File: config.mk
export PLATFORM = sky130hd
export DESIGN_NAME = running_min_max_mean_stats
export DESIGN_NICKNAME = d
export VERILOG_FILES = /design/src/hw/rtl/rmms_pkg.sv /design/src/hw/rtl/rmms_front.sv /design/src/hw/rtl/rmms_div.sv /design/src/hw/rtl/rmms_back.sv /design/src/hw/rtl/running_min_max_mean_stats.sv
export SDC_FILE = /design/constraint.sdc
export NUM_CORES = 1
export LEC_CHECK = 0
export ABC_CLOCK_PERIOD_IN_PS = 10170
export BUFFER_PORTS_ARGS = -buffer_cell sky130_fd_sc_hd__buf_4
export CORE_MARGIN = 4
export CORE_UTILIZATION = 45
export DETAILED_ROUTE_END_ITERATION = 7
export PLACE_DENSITY = 0.64
export SKIP_CTS_REPAIR_TIMING = 1
export SYNTH_ARGS = -nofsm -noshare
export SYNTH_HDL_FRONTEND = slang
export SYNTH_SLANG_ARGS = --single-unit
File: constraint.sdc
create_clock -name aclk -period 10.17 [get_ports aclk]
set_input_delay 1.017 -clock aclk [delete_from_list [all_inputs] [get_ports aclk]]
set_output_delay 1.017 -clock aclk [all_outputs]
set_load 0.1 [all_outputs]
File: src/hw/rtl/rmms_pkg.sv
// Package for the running min/max/mean statistics block.
// Holds the channel payload types, the command codes and the shared sizes.
// No dependencies.
`default_nettype none

package rmms_pkg;

    localparam int unsigned FIELD_BITS     = 32;
    localparam int unsigned VALUE_BITS_DEF = 32;
    localparam int unsigned QUEUE_DEPTH    = 2;
    localparam int unsigned QPTR_BITS      = $clog2(QUEUE_DEPTH);

    typedef enum logic {
        OP_RECORD = 1'b0,
        OP_CLEAR  = 1'b1
    } op_t;

    typedef struct packed {
        logic                  command;
        logic [FIELD_BITS-1:0] sample;
    } in_item_t;

    typedef struct packed {
        logic [FIELD_BITS-1:0] minimum;
        logic [FIELD_BITS-1:0] maximum;
        logic [FIELD_BITS-1:0] mean;
        logic [FIELD_BITS-1:0] sample_count;
        logic                  sum_full;
    } out_item_t;

endpackage

`default_nettype wire

File: src/hw/rtl/rmms_front.sv
// Front end of the statistics block: accepts input transfers, decodes the command
// and holds decoded operations in a short queue for the back end.
// Depends on rmms_pkg.
`default_nettype none

module rmms_front
    import rmms_pkg::*;
#(
    parameter int unsigned VALUE_BITS = VALUE_BITS_DEF
) (
    input  logic                  aclk,
    input  logic                  aresetn,
    input  logic                  s_valid,
    output logic                  s_ready,
    input  in_item_t              s_data,
    output logic                  q_valid,
    input  logic                  q_ready,
    output op_t                   q_op,
    output logic [VALUE_BITS-1:0] q_sample
);

    localparam int unsigned CNT_BITS = $clog2(QUEUE_DEPTH + 1);

    op_t                            op_mem  [QUEUE_DEPTH];
    logic [VALUE_BITS-1:0]          smp_mem [QUEUE_DEPTH];
    logic [QPTR_BITS-1:0]           wr_ptr_reg, wr_ptr_next;
    logic [QPTR_BITS-1:0]           rd_ptr_reg, rd_ptr_next;
    logic [CNT_BITS-1:0]            cnt_reg, cnt_next;
    logic                           push, pop;
    logic [FIELD_BITS+VALUE_BITS-1:0] smp_ext;

    // The sample is fitted to the datapath width: zero-extended or truncated.
    assign smp_ext = {{VALUE_BITS{1'b0}}, s_data.sample};

    assign s_ready  = (cnt_reg != CNT_BITS'(QUEUE_DEPTH));
    assign q_valid  = (cnt_reg != '0);
    assign push     = s_valid && s_ready;
    assign pop      = q_valid && q_ready;
    assign q_op     = op_mem[rd_ptr_reg];
    assign q_sample = smp_mem[rd_ptr_reg];

    always_comb begin
        wr_ptr_next = wr_ptr_reg;
        rd_ptr_next = rd_ptr_reg;
        cnt_next    = cnt_reg;
        if (push) begin
            wr_ptr_next = (wr_ptr_reg == QPTR_BITS'(QUEUE_DEPTH - 1)) ? '0
                                                                      : wr_ptr_reg + 1'b1;
        end
        if (pop) begin
            rd_ptr_next = (rd_ptr_reg == QPTR_BITS'(QUEUE_DEPTH - 1)) ? '0
                                                                      : rd_ptr_reg + 1'b1;
        end
        case ({push, pop})
            2'b10:   cnt_next = cnt_reg + 1'b1;
            2'b01:   cnt_next = cnt_reg - 1'b1;
            default: cnt_next = cnt_reg;
        endcase
    end

    always_ff @(posedge aclk) begin
        if (!aresetn) begin
            wr_ptr_reg <= '0;
            rd_ptr_reg <= '0;
            cnt_reg    <= '0;
        end else begin
            wr_ptr_reg <= wr_ptr_next;
            rd_ptr_reg <= rd_ptr_next;
            cnt_reg    <= cnt_next;
        end
    end

    always_ff @(posedge aclk) begin
        if (push) begin
            op_mem[wr_ptr_reg]  <= op_t'(s_data.command);
            smp_mem[wr_ptr_reg] <= smp_ext[VALUE_BITS-1:0];
        end
    end

endmodule

`default_nettype wire

File: src/hw/rtl/rmms_div.sv
// Iterative restoring divider with round-half-up correction for the mean.
// One quotient bit per cycle, then a rounding step.
// Depends on rmms_pkg.
`default_nettype none

module rmms_div
    import rmms_pkg::*;
#(
    parameter int unsigned VALUE_BITS = VALUE_BITS_DEF
) (
    input  logic                  aclk,
    input  logic                  aresetn,
    input  logic                  start,
    input  logic [VALUE_BITS-1:0] dividend,
    input  logic [VALUE_BITS-1:0] divisor,
    output logic                  busy,
    output logic                  done,
    output logic [VALUE_BITS-1:0] quotient
);

    localparam int unsigned CNT_BITS = $clog2(VALUE_BITS);

    localparam logic [1:0] DV_IDLE  = 2'd0;
    localparam logic [1:0] DV_RUN   = 2'd1;
    localparam logic [1:0] DV_ROUND = 2'd2;

    logic [1:0]            st_reg, st_next;
    logic [VALUE_BITS:0]   rem_reg, rem_next;
    logic [VALUE_BITS-1:0] quo_reg, quo_next;
    logic [VALUE_BITS-1:0] dvs_reg, dvs_next;
    logic [CNT_BITS-1:0]   cnt_reg, cnt_next;
    logic                  done_reg, done_next;
    logic [VALUE_BITS:0]   rem_sh;
    logic [VALUE_BITS+1:0] diff;
    logic [VALUE_BITS-1:0] half_thr;

    assign rem_sh   = {rem_reg[VALUE_BITS-1:0], quo_reg[VALUE_BITS-1]};
    assign diff     = {1'b0, rem_sh} - {2'b00, dvs_reg};
    // Round up when the remainder reaches the divisor minus half of it.
    assign half_thr = dvs_reg - (dvs_reg >> 1);

    assign busy     = (st_reg != DV_IDLE);
    assign done     = done_reg;
    assign quotient = quo_reg;

    always_comb begin
        st_next   = st_reg;
        rem_next  = rem_reg;
        quo_next  = quo_reg;
        dvs_next  = dvs_reg;
        cnt_next  = cnt_reg;
        done_next = 1'b0;
        case (st_reg)
            DV_IDLE: begin
                if (start) begin
                    rem_next = '0;
                    quo_next = dividend;
                    dvs_next = divisor;
                    cnt_next = '0;
                    st_next  = DV_RUN;
                end
            end
            DV_RUN: begin
                if (!diff[VALUE_BITS+1]) begin
                    rem_next = diff[VALUE_BITS:0];
                end else begin
                    rem_next = rem_sh;
                end
                quo_next = {quo_reg[VALUE_BITS-2:0], ~diff[VALUE_BITS+1]};
                cnt_next = cnt_reg + 1'b1;
                if (cnt_reg == CNT_BITS'(VALUE_BITS - 1)) begin
                    st_next = DV_ROUND;
                end
            end
            DV_ROUND: begin
                if (rem_reg >= {1'b0, half_thr}) begin
                    quo_next = quo_reg + 1'b1;
                end
                done_next = 1'b1;
                st_next   = DV_IDLE;
            end
            default: begin
                st_next = DV_IDLE;
            end
        endcase
    end

    always_ff @(posedge aclk) begin
        if (!aresetn) begin
            st_reg   <= DV_IDLE;
            done_reg <= 1'b0;
        end else begin
            st_reg   <= st_next;
            done_reg <= done_next;
        end
    end

    always_ff @(posedge aclk) begin
        rem_reg <= rem_next;
        quo_reg <= quo_next;
        dvs_reg <= dvs_next;
        cnt_reg <= cnt_next;
    end

endmodule

`default_nettype wire

File: src/hw/rtl/rmms_back.sv
// Back end of the statistics block: applies queued operations to the running
// minimum, maximum, sum and count, runs the mean division and drives the result register.
// Depends on rmms_pkg and rmms_div.
`default_nettype none

module rmms_back
    import rmms_pkg::*;
#(
    parameter int unsigned VALUE_BITS = VALUE_BITS_DEF
) (
    input  logic                  aclk,
    input  logic                  aresetn,
    input  logic                  q_valid,
    output logic                  q_ready,
    input  op_t                   q_op,
    input  logic [VALUE_BITS-1:0] q_sample,
    output logic                  m_valid,
    input  logic                  m_ready,
    output out_item_t             m_data
);

    localparam logic [1:0] BK_IDLE  = 2'd0;
    localparam logic [1:0] BK_START = 2'd1;
    localparam logic [1:0] BK_DIV   = 2'd2;
    localparam logic [1:0] BK_FIN   = 2'd3;

    logic [1:0]            state_reg, state_next;
    logic [VALUE_BITS-1:0] min_reg, min_next;
    logic [VALUE_BITS-1:0] max_reg, max_next;
    logic [VALUE_BITS-1:0] sum_reg, sum_next;
    logic [VALUE_BITS-1:0] count_reg, count_next;
    logic                  full_reg, full_next;
    logic                  mean_zero_reg, mean_zero_next;
    logic                  m_valid_reg, m_valid_next;
    out_item_t             m_data_reg, m_data_next;

    logic                  pop;
    logic                  first;
    logic [VALUE_BITS:0]   sum_add;
    logic                  div_start, div_busy, div_done;
    logic [VALUE_BITS-1:0] div_quot;
    logic [VALUE_BITS-1:0] mean_val;
    logic [VALUE_BITS+FIELD_BITS-1:0] min_ext, max_ext, mean_ext, count_ext;

    rmms_div #(
        .VALUE_BITS(VALUE_BITS)
    ) u_div (
        .aclk     (aclk),
        .aresetn  (aresetn),
        .start    (div_start),
        .dividend (sum_reg),
        .divisor  (count_reg),
        .busy     (div_busy),
        .done     (div_done),
        .quotient (div_quot)
    );

    assign q_ready = (state_reg == BK_IDLE);
    assign pop     = q_valid && q_ready;
    assign first   = (count_reg == '0);
    assign sum_add = {1'b0, sum_reg} + {1'b0, q_sample};

    assign mean_val  = mean_zero_reg ? '0 : div_quot;
    // Results are fitted to the 32-bit output fields.
    assign min_ext   = {{FIELD_BITS{1'b0}}, min_reg};
    assign max_ext   = {{FIELD_BITS{1'b0}}, max_reg};
    assign mean_ext  = {{FIELD_BITS{1'b0}}, mean_val};
    assign count_ext = {{FIELD_BITS{1'b0}}, count_reg};

    assign m_valid = m_valid_reg;
    assign m_data  = m_data_reg;

    always_comb begin
        state_next     = state_reg;
        min_next       = min_reg;
        max_next       = max_reg;
        sum_next       = sum_reg;
        count_next     = count_reg;
        full_next      = full_reg;
        mean_zero_next = mean_zero_reg;
        m_valid_next   = m_valid_reg && !m_ready;
        m_data_next    = m_data_reg;
        div_start      = 1'b0;
        case (state_reg)
            BK_IDLE: begin
                if (pop) begin
                    state_next = BK_START;
                    full_next  = 1'b0;
                    if (q_op == OP_CLEAR) begin
                        min_next   = '0;
                        max_next   = '0;
                        sum_next   = '0;
                        count_next = '0;
                    end else begin
                        if (first || (q_sample < min_reg)) begin
                            min_next = q_sample;
                        end
                        if (first || (q_sample > max_reg)) begin
                            max_next = q_sample;
                        end
                        // A sample that would carry out of the sum skips sum and count.
                        if (!sum_add[VALUE_BITS]) begin
                            sum_next = sum_add[VALUE_BITS-1:0];
                            if (!(&count_reg)) begin
                                count_next = count_reg + 1'b1;
                            end
                        end else begin
                            full_next = 1'b1;
                        end
                    end
                end
            end
            BK_START: begin
                if (first) begin
                    mean_zero_next = 1'b1;
                    state_next     = BK_FIN;
                end else begin
                    mean_zero_next = 1'b0;
                    div_start      = 1'b1;
                    state_next     = BK_DIV;
                end
            end
            BK_DIV: begin
                if (div_done) begin
                    state_next = BK_FIN;
                end
            end
            BK_FIN: begin
                if (!m_valid_reg || m_ready) begin
                    m_valid_next             = 1'b1;
                    m_data_next.minimum      = min_ext[FIELD_BITS-1:0];
                    m_data_next.maximum      = max_ext[FIELD_BITS-1:0];
                    m_data_next.mean         = mean_ext[FIELD_BITS-1:0];
                    m_data_next.sample_count = count_ext[FIELD_BITS-1:0];
                    m_data_next.sum_full     = full_reg;
                    state_next               = BK_IDLE;
                end
            end
            default: begin
                state_next = BK_IDLE;
            end
        endcase
    end

    always_ff @(posedge aclk) begin
        if (!aresetn) begin
            state_reg     <= BK_IDLE;
            min_reg       <= '0;
            max_reg       <= '0;
            sum_reg       <= '0;
            count_reg     <= '0;
            full_reg      <= 1'b0;
            mean_zero_reg <= 1'b0;
            m_valid_reg   <= 1'b0;
        end else begin
            state_reg     <= state_next;
            min_reg       <= min_next;
            max_reg       <= max_next;
            sum_reg       <= sum_next;
            count_reg     <= count_next;
            full_reg      <= full_next;
            mean_zero_reg <= mean_zero_next;
            m_valid_reg   <= m_valid_next;
        end
    end

    always_ff @(posedge aclk) begin
        m_data_reg <= m_data_next;
    end

    a_empty_sum_zero: assert property (@(posedge aclk) disable iff (!aresetn)
        (count_reg == '0) |-> (sum_reg == '0))
        else $error("sum is nonzero while no sample is counted");

    a_empty_minmax_zero: assert property (@(posedge aclk) disable iff (!aresetn)
        (count_reg == '0) |-> ((min_reg == '0) && (max_reg == '0)))
        else $error("min or max is nonzero while statistics are empty");

    a_min_le_max: assert property (@(posedge aclk) disable iff (!aresetn)
        (count_reg != '0) |-> (min_reg <= max_reg))
        else $error("running minimum exceeds running maximum");

    a_div_start_idle: assert property (@(posedge aclk) disable iff (!aresetn)
        div_start |-> !div_busy)
        else $error("divider started while still busy");

endmodule

`default_nettype wire

File: src/hw/rtl/running_min_max_mean_stats.sv
// Top level of the running min/max/mean statistics block.
// Connects the command front end to the statistics back end; depends on rmms_pkg,
// rmms_front, rmms_back and rmms_div.
//
//   Channel   Direction  Handshake          Payload
//   s_        in         s_valid/s_ready    in_item_t  {command, sample}
//   m_        out        m_valid/m_ready    out_item_t {minimum, maximum, mean,
//                                                       sample_count, sum_full}
//
// A record command runs the mean division in the back end (states START, DIV, FIN);
// a clear leaves no sample counted, so the back end skips the division and goes from
// START straight to FIN.
// The front queue holds two commands, so the input takes up to two transfers while the
// back end works or while a result waits in the output register.
// A stalled output holds the back end in its final step; the queue then fills and
// s_ready drops.
// Reset is synchronous on aresetn and zeroes all statistics; no clearing pass is needed.
`default_nettype none

module running_min_max_mean_stats
    import rmms_pkg::*;
#(
    parameter int unsigned VALUE_BITS = VALUE_BITS_DEF
) (
    input  logic      aclk,
    input  logic      aresetn,
    input  logic      s_valid,
    output logic      s_ready,
    input  in_item_t  s_data,
    output logic      m_valid,
    input  logic      m_ready,
    output out_item_t m_data
);

    logic                  q_valid;
    logic                  q_ready;
    op_t                   q_op;
    logic [VALUE_BITS-1:0] q_sample;

    rmms_front #(
        .VALUE_BITS(VALUE_BITS)
    ) u_front (
        .aclk     (aclk),
        .aresetn  (aresetn),
        .s_valid  (s_valid),
        .s_ready  (s_ready),
        .s_data   (s_data),
        .q_valid  (q_valid),
        .q_ready  (q_ready),
        .q_op     (q_op),
        .q_sample (q_sample)
    );

    rmms_back #(
        .VALUE_BITS(VALUE_BITS)
    ) u_back (
        .aclk     (aclk),
        .aresetn  (aresetn),
        .q_valid  (q_valid),
        .q_ready  (q_ready),
        .q_op     (q_op),
        .q_sample (q_sample),
        .m_valid  (m_valid),
        .m_ready  (m_ready),
        .m_data   (m_data)
    );

endmodule

`default_nettype wire

==> flow_results.org <==
** Min path
- The path class of the tightest hold or removal check is reg2reg.
- Along the worst hold path, the cell count comes to 0.
- The worst hold path begins at u_back.full_reg.

** Worst setup path
- R2r worst-path depth :: 25
- Crit. Startpoint :: u_back.u_div.dvs_reg[2]
- STA classifies the critical path startpoint as a register.
- Critical path endpoint category :: register
- Arrival @ worst endpoint :: between 6 and 7 ns
- STA puts the critical path data required time at 10.46 ns.
- Worst Setup Path Type :: reg2reg
- Reg-to-reg startpoint :: u_back.u_div.dvs_reg[2]
- Of all nets on the critical path, the largest fanout is 32.

** GRT
- For this run the aggregate overflow at the end of global routing stands at 0.
- First-pass GRT wire length :: 94,800 um
- Number of antenna violations at the first check in global routing :: 1
- Entering global routing, the biggest net connects 76 pins.
- GRT Overall Usage :: 0.208
- The via count of the first global-routing pass was 16,973.

** Route
- Via-per-instance ratio :: roughly 5.6
- For this block, the routed nets add up to 60,400 um of wire.
- Detailed routing inserted a total of 17,418 vias.
- Detail Route Antenna Nets :: 0
- Dividing the detail-routed wire length by the instance count gives 19.3 um.
- Residual DRC :: 0
- DRT iter0 DRCs :: 1,105
- For this run, the detailed router's first-pass iteration total came to 5.

** Place
- After legalization and detailed placement, the total HPWL measured 43,700 um.
- Input and output buffers added on the ports amount to 167.
- Final RePlAce weighted congestion :: 0.902
- The number of placed instances, taps included, is around 3,000.
- Prior to clock tree synthesis, the placed netlist has a worst setup slack of 4.50 ns.

** STA
- Subtracting the final worst setup slack from the clock period gives 5.75 ns.
- The final count of hold timing violations was 0.
- Relative max-transition margin :: 0.178
- Hold WS :: 0.420 ns
- Final setup margin :: 4.42 ns
- Setup repair after global routing missed its margin :: no
- Total negative slack for setup checks :: 0 ns
- The final count of pins violating max slew was 0.
- Based on the critical path, the design can be clocked at up to 174 MHz.
- Worst slew pin tran :: 1.23 ns
- Setup violations remaining at the end of the flow were counted as 0.
- Final period util :: 0.565
- Clock skew on the completed layout was measured at 0.0386 ns.

** Synth
- When the netlist entered floorplanning its net count stood at between 2,000 and 2,500.
- The netlist uses 73 different library cells.
- Register bit count reported by yosys :: between 400 and 500
- Synthesized cell area :: between 20,000 and 25,000 um2
- Dividing the synthesized area by the synthesized cell count gives 10.7 um2.
- Cells after synthesis :: 2,237
- For this run, the number of Yosys warnings is 0.
- Post-synth EDFFs :: 297
- Of all flip-flops after synthesis, the portion carrying an async set or reset was 0.
- For this run, the leading register cell type out of synthesis is sky130_fd_sc_hd__edfxtp_1.
- Share of synthesized area occupied by flip-flops and latches :: 0.493

** Pwr
- Maximum vdd drop :: 154 uV
- Power per cell area :: 240 nW/um2
- Static Leak :: ~11 nW

** Cells and area
- In the final layout, the share of cells above drive strength 1 is 0.137.
- Fill cells in the final layout number about 4,700.
- Flip-flop count of the largest register after layout :: 129
- The area growth from synthesis to layout is 15.7%.
- Non-filler instance count after layout :: 3,130
- 0 antenna diodes ended up in the layout.
- Final Core Density :: 0.526
- Nets :: between 2,000 and 3,000

** CTS
- CTS built an H-tree with a depth of 2.
- TritonCTS built the clock tree.
- Clock tree synthesis selected as its root buffer the cell sky130_fd_sc_hd__clkbuf_16.
- Clock latency on the worst-skew pair, taken at its later pin, is 0.62 ns.
- CTS buffer count :: roughly 50
- Clock transition at path regs :: 0.06 ns
- Clock tree buffer depth :: 3
- CTS saw 438 sinks.

** Die
- The core region is between 50,000 and 60,000 um2.
- Width of the die :: 238 um
- Cell Rows :: 84
- The die covers 56,700 um2.
- Boundary pin count :: 168
- The initial utilization of the core area, before any placement, comes to 0.454.
- Overall die height :: 238 um

** Status
- The run finished with clean final reports.

** Flow run
- Max-cap violation count :: 0
-- area by class of cell --
cell class | instances | area, um2 | share of cell area
clock inverters | 29 | 400 | 0.0145
clock buffers | 63 | 1320 | 0.0478
well taps | 688 | 861 | 0.0312
inverters | 137 | 514 | 0.0186
multi-input cells | 1587 | 11300 | 0.411
flip-flops and latches | 438 | 11700 | 0.426
repair buffers | 188 | 1410 | 0.0512
-- worst max-delay path, cell delays in order, from the launching register on --
cell and delay, ns:
sky130_fd_sc_hd__edfxtp_1 0.44, sky130_fd_sc_hd__ha_1 0.38, sky130_fd_sc_hd__nor2b_1 0.16, sky130_fd_sc_hd__o2111ai_1 0.27, sky130_fd_sc_hd__a31oi_1 0.12, sky130_fd_sc_hd__a211oi_1 0.50
sky130_fd_sc_hd__o21ai_0 0.18, sky130_fd_sc_hd__buf_4 0.18, sky130_fd_sc_hd__a221o_1 0.35, sky130_fd_sc_hd__nand4_1 0.14, sky130_fd_sc_hd__a31oi_1 0.16, sky130_fd_sc_hd__a21o_1 0.21
sky130_fd_sc_hd__a21oi_1 0.18, sky130_fd_sc_hd__xor2_1 0.17, sky130_fd_sc_hd__ha_1 0.26, sky130_fd_sc_hd__nand3b_1 0.10, sky130_fd_sc_hd__nor2_1 0.07, sky130_fd_sc_hd__a31o_2 0.26
sky130_fd_sc_hd__a21oi_1 0.14, sky130_fd_sc_hd__nand2_1 0.06, sky130_fd_sc_hd__a21o_1 0.18, sky130_fd_sc_hd__a21oi_1 0.12, sky130_fd_sc_hd__o21ai_0 0.10, sky130_fd_sc_hd__a221oi_1 0.33
sky130_fd_sc_hd__o21ai_2 0.11, sky130_fd_sc_hd__buf_4 0.28
-- Yosys cell counts (all sizes together), types with 47 or more instances --
master,n,area share
dfxtp,141,0.12
a21oi,146,0.031
ha,205,0.11
xor2,47,0.017
nand2,78,0.012
nor2,214,0.034
inv,137,0.022
o21ai,90,0.019
xnor2,89,0.033
clkbuf,55,0.0087
edfxtp,297,0.37
a21o,80,0.025
nor2b,57,0.015
nand3,88,0.018
-- layer usage --
layer  routed length [um]  part of all wire  track usage
met5                    0                 0            0
met4                 1390             0.023       0.0589
met1                29000              0.48        0.301
met2                27200              0.45        0.331
met3                 2770             0.046       0.0287
-- kinds of logic after synthesis --
kind of cell    count (synthesis)  share of synthesized area
fa+ha+maj                     208                      0.110
flops                         438                      0.493
simple gates                  647                      0.135
mux                            74                     0.0328
xor+xnor                      136                     0.0500
compound gates                522                      0.145
buf+inv                       212                     0.0342
-- path summary, 6_finish.rpt --
| kind | endpoint | slack [ns] |
|---|---|---|
| setup / recovery | u_back.u_div.quotient[1] | 4.42 |
| setup reg to reg | u_back.u_div.quotient[1] | 4.42 |
| hold / removal | u_back.m_data[0] | 0.42 |
| hold reg to reg | u_back.m_data[0] | 0.42 |
-- cell usage in the layout, fill, tap and decap left out, drive strengths merged, types with 19 or more instances in the layout --
| cell | instances |
|---|---|
| ha | 205 |
| mux2i | 42 |
| a21o | 80 |
| nor3 | 42 |
| a22o | 32 |
| xnor2 | 89 |
| inv | 139 |
| a21oi | 146 |
| buf | 188 |
| and3 | 24 |
| xor2 | 47 |
| clkbuf | 63 |
| o21a | 20 |
| mux2 | 32 |
| nor2 | 214 |
| nand4 | 36 |
| a22oi | 21 |
| and2 | 43 |
| a31oi | 19 |
| edfxtp | 297 |
| dfxtp | 141 |
| o31ai | 34 |
| nor2b | 57 |
| nand3 | 88 |
| nand2 | 78 |
| o21ai | 90 |
-- power breakdown --
| group | internal, mW | total (mW) | switching [mW] |
|---|---|---|---|
| sequential | 2.24 | 2.44 | 0.203 |
| combinational | 0.823 | 2.30 | 1.48 |
| clock | 1.11 | 1.87 | 0.758 |
-- through the flow --
stage	instance area (um2)	power, mW
after detailed placement	25900	4.75
after global placement	25900	4.71
final	27600	6.60
after floorplan	23800	4.16
after global routing	27600	6.99
after CTS	27600	6.65
No activity file was read; power rests on OpenSTA's default activity.
